[src/hw/rtl/cbq_pkg.sv]
`default_nettype none
// ----------------------------------------------------------------------------
// Cascaded biquad package
// Shared types and constants for the cascaded Q15 biquad filter.
// ----------------------------------------------------------------------------
package cbq_pkg;

	localparam int DATA_W     = 16;
	localparam int ACC_W      = 32;
	localparam int ACT_W      = 2;
	localparam int CFG_IDX_W  = 3;
	localparam int CFG_DATA_W = 48;
	localparam int FWD_W      = 48;
	localparam int FB_W       = 32;

	// configuration register indexes
	localparam logic [CFG_IDX_W-1:0] REG_ACTIVE = 3'd0;
	localparam logic [CFG_IDX_W-1:0] REG_S0_FWD = 3'd1;
	localparam logic [CFG_IDX_W-1:0] REG_S0_FB  = 3'd2;

	// history slots within one stage
	localparam logic [1:0] SLOT_X1 = 2'd0;
	localparam logic [1:0] SLOT_X2 = 2'd1;
	localparam logic [1:0] SLOT_Y1 = 2'd2;
	localparam logic [1:0] SLOT_Y2 = 2'd3;

	typedef enum logic [1:0] {
		ST_IDLE,
		ST_RUN,
		ST_LAST,
		ST_HOLD
	} state_t;

	// multiply-accumulate steps of one stage, in issue order
	typedef enum logic [2:0] {
		OP_B0,
		OP_B1A,
		OP_B1B,
		OP_B2,
		OP_A1A,
		OP_A1B,
		OP_A2
	} op_t;

	typedef struct packed {
		logic issue;
		logic first;
		logic neg;
	} mac_ctl_t;

	typedef struct packed {
		op_t  op;
		logic busy;
		logic wb;
		logic ld_out;
	} seq_t;

endpackage
`default_nettype wire

[src/hw/rtl/cbq_mac.sv]
`default_nettype none
// ----------------------------------------------------------------------------
// Cascaded biquad shared MAC
// Registered Q15 multiply with doubling to Q31, then saturating accumulate.
// ----------------------------------------------------------------------------
module cbq_mac
	import cbq_pkg::*;
(
	input  wire logic                     clk,
	input  wire logic                     arst_n,
	input  wire mac_ctl_t                 ctl,
	input  wire logic signed [DATA_W-1:0] coef,
	input  wire logic signed [DATA_W-1:0] data,
	output logic signed [ACC_W-1:0]       acc_next
);

	logic signed [ACC_W-1:0] prod;
	logic signed [ACC_W-1:0] dbl;
	logic signed [ACC_W-1:0] p_s1;
	logic                    vld_s1;
	logic                    first_s1;
	logic                    neg_s1;
	logic signed [ACC_W-1:0] acc_q;
	logic signed [ACC_W-1:0] base;
	logic signed [ACC_W:0]   sum;

	always_comb begin
		prod = coef * data;
		// only full-scale negative squared overflows when doubled
		if (prod == 32'sh4000_0000) begin
			dbl = 32'sh7FFF_FFFF;
		end else begin
			dbl = prod <<< 1;
		end
	end

	always_ff @(posedge clk or negedge arst_n) begin
		if (!arst_n) begin
			vld_s1 <= 1'b0;
		end else begin
			vld_s1 <= ctl.issue;
		end
	end

	always_ff @(posedge clk) begin
		p_s1     <= dbl;
		first_s1 <= ctl.first;
		neg_s1   <= ctl.neg;
	end

	always_comb begin
		base = first_s1 ? '0 : acc_q;
		if (neg_s1) begin
			sum = {base[ACC_W-1], base} - {p_s1[ACC_W-1], p_s1};
		end else begin
			sum = {base[ACC_W-1], base} + {p_s1[ACC_W-1], p_s1};
		end
		if (sum[ACC_W] != sum[ACC_W-1]) begin
			acc_next = sum[ACC_W] ? {1'b1, {(ACC_W-1){1'b0}}} : {1'b0, {(ACC_W-1){1'b1}}};
		end else begin
			acc_next = sum[ACC_W-1:0];
		end
	end

	always_ff @(posedge clk) begin
		if (vld_s1) begin
			acc_q <= acc_next;
		end
	end

endmodule
`default_nettype wire

[src/hw/rtl/cbq_ctrl.sv]
`default_nettype none
// ----------------------------------------------------------------------------
// Cascaded biquad sequencer
// Steps the shared MAC through seven operations per stage over the stages.
// ----------------------------------------------------------------------------
module cbq_ctrl
	import cbq_pkg::*;
#(
	parameter int SW = 2
)
(
	input  wire logic          clk,
	input  wire logic          arst_n,
	input  wire logic          start,
	input  wire logic [SW-1:0] last_stage,
	input  wire logic          out_free,
	output mac_ctl_t           mac_ctl,
	output seq_t               seq,
	output logic [SW-1:0]      stage
);

	state_t        state_q;
	state_t        state_d;
	op_t           op_q;
	op_t           op_d;
	logic [SW-1:0] stage_q;
	logic [SW-1:0] stage_d;

	always_ff @(posedge clk or negedge arst_n) begin
		if (!arst_n) begin
			state_q <= ST_IDLE;
			op_q    <= OP_B0;
			stage_q <= '0;
		end else begin
			state_q <= state_d;
			op_q    <= op_d;
			stage_q <= stage_d;
		end
	end

	always_comb begin
		state_d       = state_q;
		op_d          = op_q;
		stage_d       = stage_q;
		mac_ctl.issue = 1'b0;
		mac_ctl.first = (op_q == OP_B0);
		mac_ctl.neg   = (op_q == OP_A1A) || (op_q == OP_A1B) || (op_q == OP_A2);
		seq.op        = op_q;
		seq.busy      = (state_q != ST_IDLE);
		seq.wb        = 1'b0;
		seq.ld_out    = 1'b0;
		unique case (state_q)
			ST_IDLE: begin
				if (start) begin
					state_d = ST_RUN;
					op_d    = OP_B0;
					stage_d = '0;
				end
			end
			ST_RUN: begin
				mac_ctl.issue = 1'b1;
				if (op_q == OP_A2) begin
					state_d = ST_LAST;
				end else begin
					op_d = op_t'(op_q + 3'd1);
				end
			end
			ST_LAST: begin
				// final accumulate lands this cycle; write back history
				seq.wb = 1'b1;
				if (stage_q == last_stage) begin
					if (out_free) begin
						seq.ld_out = 1'b1;
						state_d    = ST_IDLE;
					end else begin
						state_d = ST_HOLD;
					end
				end else begin
					stage_d = stage_q + 1'b1;
					op_d    = OP_B0;
					state_d = ST_RUN;
				end
			end
			ST_HOLD: begin
				if (out_free) begin
					seq.ld_out = 1'b1;
					state_d    = ST_IDLE;
				end
			end
			default: begin
				state_d = ST_IDLE;
			end
		endcase
	end

	assign stage = stage_q;

	assert property (@(posedge clk) disable iff (!arst_n)
		seq.busy |-> stage_q <= last_stage)
		else $error("stage counter ran past the last active stage");

	assert property (@(posedge clk) disable iff (!arst_n)
		state_q == ST_LAST |-> $past(state_q == ST_RUN && op_q == OP_A2))
		else $error("writeback without a completed operation sequence");

endmodule
`default_nettype wire

[src/hw/rtl/cascaded_biquad_iir_q15_unit.sv]
`default_nettype none
// ----------------------------------------------------------------------------
// Cascaded biquad IIR filter, Q15
// One to MAX_STAGES direct-form-I biquads run on one shared saturating MAC.
// ----------------------------------------------------------------------------
// The sequencer issues seven MAC steps and then writes back history for each active
// stage; in_stall stays high while it is busy, so a new sample is taken only after
// the last one is loaded into the output register, which a stalled output holds off.
// Reset clears filter history and sets three stages with zero coefficients.
module cascaded_biquad_iir_q15_unit
	import cbq_pkg::*;
#(
	parameter int MAX_STAGES = 3
)
(
	input  wire logic                         clk,
	input  wire logic                         arst_n,
	input  wire logic                         in_valid,
	output logic                              in_stall,
	input  wire logic signed [DATA_W-1:0]     sample_in,
	output logic                              out_valid,
	input  wire logic                         out_stall,
	output logic signed [DATA_W-1:0]          sample_out,
	input  wire logic                         cfg_wr_en,
	input  wire logic [CFG_IDX_W-1:0]         cfg_index,
	input  wire logic [CFG_DATA_W-1:0]        cfg_data
);

	localparam int SW    = (MAX_STAGES > 1) ? $clog2(MAX_STAGES) : 1;
	localparam int HD    = 4 * MAX_STAGES;
	localparam int HW    = $clog2(HD);

	logic [ACT_W-1:0]          act_q;
	logic [FWD_W-1:0]          fwd_q [MAX_STAGES];
	logic [FB_W-1:0]           fb_q [MAX_STAGES];
	logic signed [DATA_W-1:0]  hist_q [HD];
	logic signed [DATA_W-1:0]  x_q;
	logic signed [DATA_W-1:0]  x1_q;
	logic signed [DATA_W-1:0]  y1_q;
	logic                      out_valid_q;
	logic signed [DATA_W-1:0]  sample_out_q;

	logic [ACT_W-1:0]          act_eff;
	logic [SW-1:0]             last_stage;
	logic                      start;
	logic                      out_free;
	mac_ctl_t                  mac_ctl;
	seq_t                      seq;
	logic [SW-1:0]             stage;
	logic [FWD_W-1:0]          cur_fwd;
	logic [FB_W-1:0]           cur_fb;
	logic [1:0]                slot;
	logic                      use_hist;
	logic [HW-1:0]             rd_idx;
	logic signed [DATA_W-1:0]  coef;
	logic signed [DATA_W-1:0]  data;
	logic signed [ACC_W-1:0]   acc_next;
	logic signed [DATA_W-1:0]  y;

	assign start    = in_valid && !in_stall;
	assign in_stall = seq.busy;
	assign out_free = !out_valid_q || !out_stall;

	// clamp stage count to 1..MAX_STAGES
	always_comb begin
		act_eff = act_q;
		if (act_q == '0) begin
			act_eff = 2'd1;
		end else if (act_q > ACT_W'(MAX_STAGES)) begin
			act_eff = ACT_W'(MAX_STAGES);
		end
		last_stage = SW'(act_eff - 2'd1);
	end

	always_ff @(posedge clk or negedge arst_n) begin
		if (!arst_n) begin
			act_q <= ACT_W'(3);
			for (int k = 0; k < MAX_STAGES; k++) begin
				fwd_q[k] <= '0;
				fb_q[k]  <= '0;
			end
		end else if (cfg_wr_en) begin
			if (cfg_index == REG_ACTIVE) begin
				act_q <= cfg_data[ACT_W-1:0];
			end
			for (int k = 0; k < MAX_STAGES; k++) begin
				if (cfg_index == REG_S0_FWD + CFG_IDX_W'(2 * k)) begin
					fwd_q[k] <= cfg_data[FWD_W-1:0];
				end
				if (cfg_index == REG_S0_FB + CFG_IDX_W'(2 * k)) begin
					fb_q[k] <= cfg_data[FB_W-1:0];
				end
			end
		end
	end

	cbq_ctrl #(
		.SW(SW)
	) u_ctrl (
		.clk        (clk),
		.arst_n     (arst_n),
		.start      (start),
		.last_stage (last_stage),
		.out_free   (out_free),
		.mac_ctl    (mac_ctl),
		.seq        (seq),
		.stage      (stage)
	);

	assign cur_fwd = fwd_q[stage];
	assign cur_fb  = fb_q[stage];

	// operand select for the current MAC step
	always_comb begin
		coef     = cur_fwd[15:0];
		slot     = SLOT_X1;
		use_hist = 1'b0;
		case (seq.op) inside
			OP_B0: begin
				coef = cur_fwd[15:0];
			end
			OP_B1A, OP_B1B: begin
				coef     = cur_fwd[31:16];
				slot     = SLOT_X1;
				use_hist = 1'b1;
			end
			OP_B2: begin
				coef     = cur_fwd[47:32];
				slot     = SLOT_X2;
				use_hist = 1'b1;
			end
			OP_A1A, OP_A1B: begin
				coef     = cur_fb[15:0];
				slot     = SLOT_Y1;
				use_hist = 1'b1;
			end
			OP_A2: begin
				coef     = cur_fb[31:16];
				slot     = SLOT_Y2;
				use_hist = 1'b1;
			end
			default: begin
				coef = cur_fwd[15:0];
			end
		endcase
		rd_idx = HW'({stage, slot});
		data   = use_hist ? hist_q[rd_idx] : x_q;
	end

	cbq_mac u_mac (
		.clk      (clk),
		.arst_n   (arst_n),
		.ctl      (mac_ctl),
		.coef     (coef),
		.data     (data),
		.acc_next (acc_next)
	);

	assign y = acc_next[ACC_W-1:ACC_W-DATA_W];

	// hold stage input and the old delay values seen during the run
	always_ff @(posedge clk) begin
		if (start) begin
			x_q <= sample_in;
		end else if (seq.wb) begin
			x_q <= y;
		end
		if (mac_ctl.issue && seq.op == OP_B1A) begin
			x1_q <= data;
		end
		if (mac_ctl.issue && seq.op == OP_A1A) begin
			y1_q <= data;
		end
	end

	always_ff @(posedge clk or negedge arst_n) begin
		if (!arst_n) begin
			for (int i = 0; i < HD; i++) begin
				hist_q[i] <= '0;
			end
		end else if (seq.wb) begin
			for (int i = 0; i < HD; i++) begin
				if (stage == SW'(i >> 2)) begin
					case (2'(i))
						SLOT_X1: hist_q[i] <= x_q;
						SLOT_X2: hist_q[i] <= x1_q;
						SLOT_Y1: hist_q[i] <= y;
						default: hist_q[i] <= y1_q;
					endcase
				end
			end
		end
	end

	always_ff @(posedge clk or negedge arst_n) begin
		if (!arst_n) begin
			out_valid_q <= 1'b0;
		end else if (seq.ld_out) begin
			out_valid_q <= 1'b1;
		end else if (!out_stall) begin
			out_valid_q <= 1'b0;
		end
	end

	always_ff @(posedge clk) begin
		if (seq.ld_out) begin
			sample_out_q <= seq.wb ? y : x_q;
		end
	end

	assign out_valid  = out_valid_q;
	assign sample_out = sample_out_q;

	assert property (@(posedge clk) disable iff (!arst_n)
		start |=> in_stall)
		else $error("request accepted while the previous sample was still running");

	assert property (@(posedge clk) disable iff (!arst_n)
		seq.ld_out |-> out_free)
		else $error("result loaded over an unaccepted output");

endmodule
`default_nettype wire

[config.mk]
export PLATFORM = sky130hd
export DESIGN_NAME = cascaded_biquad_iir_q15_unit
export DESIGN_NICKNAME = d
export VERILOG_FILES = /design/src/hw/rtl/cbq_pkg.sv /design/src/hw/rtl/cbq_mac.sv /design/src/hw/rtl/cbq_ctrl.sv /design/src/hw/rtl/cascaded_biquad_iir_q15_unit.sv
export SDC_FILE = /design/constraint.sdc
export NUM_CORES = 2
export LEC_CHECK = 0
export BUFFER_PORTS_ARGS = -buffer_cell sky130_fd_sc_hd__buf_4
export CAP_MARGIN = 20
export CORE_MARGIN = 2
export CORE_UTILIZATION = 40
export DETAILED_ROUTE_END_ITERATION = 8
export REMOVE_ABC_BUFFERS = 1
export SLEW_MARGIN = 10
export SYNTH_ARGS = -nofsm -noshare
export SYNTH_HDL_FRONTEND = slang
export SYNTH_SLANG_ARGS = --single-unit
[constraint.sdc]
create_clock -name clk -period 10.45 [get_ports clk]
set_clock_uncertainty 0.05 [all_clocks]
set_input_delay 1.045 -clock clk [delete_from_list [all_inputs] [get_ports clk]]
set_output_delay 1.045 -clock clk [all_outputs]
set_load 0.05 [all_outputs]
==> out/metrics.cfg <==
[finish]
fillCellCount = 8771
ff_latch_area_mm2 = 0.01450
final_core_util_pct = 45.27
drive_above_1_share_pct = 21.08
final_area_mm2 = 0.04231
multiInputGateArea_mm2 = 0.02128
nets = 4001
area_growth_pct = 11.98
antennaDiodeCount = 0

[run]
max_cap_viol_count = 0

[synth]
synth_edf_count = 80
synth_area_leaders = dfrtp_1, fa_1, mux2_2
synth_most_common_cell = dfrtp_1
ys.flop_type = dfrtp_1
synth.ff_latch_count = 573
syn_inst = 3484
syn-mean-instance-area_um2 = 10.85
yosys_warnings = 0
ys_types = 96
ys_seq_area_share_pct = 38.35
async_flop_share_pct = 77.31
synth_largest_area_cell = dfrtp_1
synth_top_area_share_pct = 29.21
syn_area_mm2 = 0.03778
synth_commonest_cells = dfrtp_1, mux2_2, inv_1

[worst_setup_path]
timing.reg2reg.setup_slack_ns = 0.67
crit_fanout = 46
worst-r2r-cell-count = 32
r2r-start = u_ctrl.op_q[0]
cp-end-kind = flip-flop
rr_endpoint = u_mac.p_s1[20]
cpMostUsedCell = fa_1
crit_type = reg2reg
cp_slowest_stage_delay_ns = 0.76
cp-start-kind = flip-flop
cp.arrival_ns = 10.25
required_ns = 10.92
crit_slowest_cell = fa_1

[routing]
detail_route.wirelength_mm = 96.37
drt_first_pass_iters = 5
routedWlPerCell_um = 19.87
final_antenna_net_count = 0
via_count = 25950
drtIter0Drc = 1463
remaining_drc_errors = 0
vias_per_cell = 5.351

[global_route]
grt_pass1_vias = 27170
grt_usage_pct = 20.26
grt_pass1_wl_mm = 155.2
antenna_found_initial = 2
overflow = 0
grt_start_max_net_pins = 169

[floorplan]
fp.dieH_um = 311.3
ios = 90
dieWidth_um = 311.3
core-area_mm2 = 0.09347
num_rows = 112
start_util_pct = 40.42
die_area_mm2 = 0.09694

[cts]
cts_sinks = 573
cts-buffers-inserted = 66
cts-root-buf = clkbuf_16
clk_path_buf_depth = 3
insertion_delay_ns = 0.63
cts_tree = done
htreeDepth = 3
path_clk_slew_ns = 0.06
postCtsSetupRepairBufs = 0

[placed_design]
gp_congestion = 0.8783
hpwlAfterDp_mm = 67.57
io_buffers = 89
placed_area_mm2 = 0.04007

[sta]
tns_ns = 0
max-slew-margin-rel_pct = 27.79
tightest_slew_ns = 1.083
clock.fmax_mhz = 102.2
slew_viol_final = 0
hold_violations = 0
layout_min_cycle_time_ns = 9.781
finalSetupViolCount = 0
rsz0062_at_grt = no
finalCritPeriodShare_pct = 93.59

[hold_path]
hold_path.class = in2async

[status]
outcome = completed

## worst max-delay path, delay by kind of cell (launching register included)
kind	cells	cell delay, ns
AO/OA/AOI/OAI	6	1.66
multiplexers	3	0.69
adder cells (fa/ha/maj)	9	4.22
flip-flops	1	0.42
buffers and inverters	8	1.52
AND/OR/NAND/NOR	6	1.04
## layout make-up
class	count	area share [%]
Tap cell	1254	3.708
Timing Repair Buffer	169	3.238
Clock buffer	91	4.338
Sequential cell	573	34.27
Inverter	378	3.353
Clock inverter	30	0.7896
Multi-Input combinational cell	2355	50.30
## registers in the layout (all words and copies together) (netlist names), 2 cells and up
register	cells
y1_q	16
u_mac.p_s1	32
act_q	2
hist_q	192
u_ctrl.state_q	2
sample_out	16
u_ctrl.op_q	3
x1_q	16
x_q	16
fwd_q	144
u_ctrl.stage	2
fb_q	96
u_mac.acc_q	32
## routing by layer
metal	vias up	wire length [um]	global-route usage (%)
met2	521	44800	32.56
met3	167	4674	3.594
li1	12000	-	-
met5	-	13	0
met1	13260	43470	27.49
met4	2	3405	7.290
## what timing repair did
| item | in CTS | in global routing |
|---|---|---|
| resized for setup | 0 | 5 |
| hold buffers | 0 | 0 |
| setup endpoints to repair | 0 | 32 |
## worst max-delay path by stage
stage,end,slack (ns),start
6_report,u_mac.p_s1[20],0.67,u_ctrl.op_q[0]
5_1_grt,u_mac.p_s1[30],0.03,u_ctrl.op_q[0]
4_1_cts,u_mac.p_s1[11],0.54,u_ctrl.op_q[0]
3_5_place_dp,u_mac.p_s1[11],0.57,u_ctrl.op_q[0]
3_3_place_gp,u_mac.p_s1[31],0.70,u_ctrl.op_q[0]
2_1_floorplan,u_mac.p_s1[31],-4.60,u_ctrl.op_q[2]
## metrics by stage
step / hold slack (ns) / cells / setup slack [ns]
after floorplan: 0.3946 / 3306 / -4.595
after global placement: 0.4123 / 4724 / 0.6961
after detailed placement: 0.4239 / 4725 / 0.5700
after CTS: 0.2973 / 4846 / 0.5375
after global routing: 0.3382 / 4850 / 0.02817
final: 0.3023 / 4850 / 0.6695
## kinds of logic after synthesis
group	count (synthesis)	synth area share [%]
DFF	573	38.35
adders and majority gates	392	18.17
buffers and inverters	556	5.626
muxes	569	17.36
AOI/OAI and AO/OA	604	9.941
and+or+nand+nor	705	8.580
xor gates and xnor gates	85	1.970
## placed cells by master (no fill, tap or decap), types with 10 or more instances in the layout
master and instances:
a211oi_1 16, a21o_1 25, a21oi_1 193, a22oi_1 15
a31oi_1 10, and2_1 16, and3_1 18, buf_4 159
clkbuf_1 16, clkbuf_16 66, clkinv_2 12, dfrtp_1 439
dfxtp_1 50, edfxtp_1 80, fa_1 263, ha_1 123
inv_1 369, mux2_2 391, mux2i_1 148, mux4_2 30
nand2_1 241, nand2b_1 35, nand3_1 28, nor2_1 224
nor2b_1 57, nor3_1 21, nor4_1 12, o211ai_1 10
o21a_1 10, o21ai_0 124, o21ai_1 57, o22a_1 10
o22ai_1 14, o31ai_1 34, or2_2 10, xnor2_1 66
xor2_1 17
Power is not shown: default switching activity piles up to over one toggle a cycle in this logic, so the estimate is an artifact.
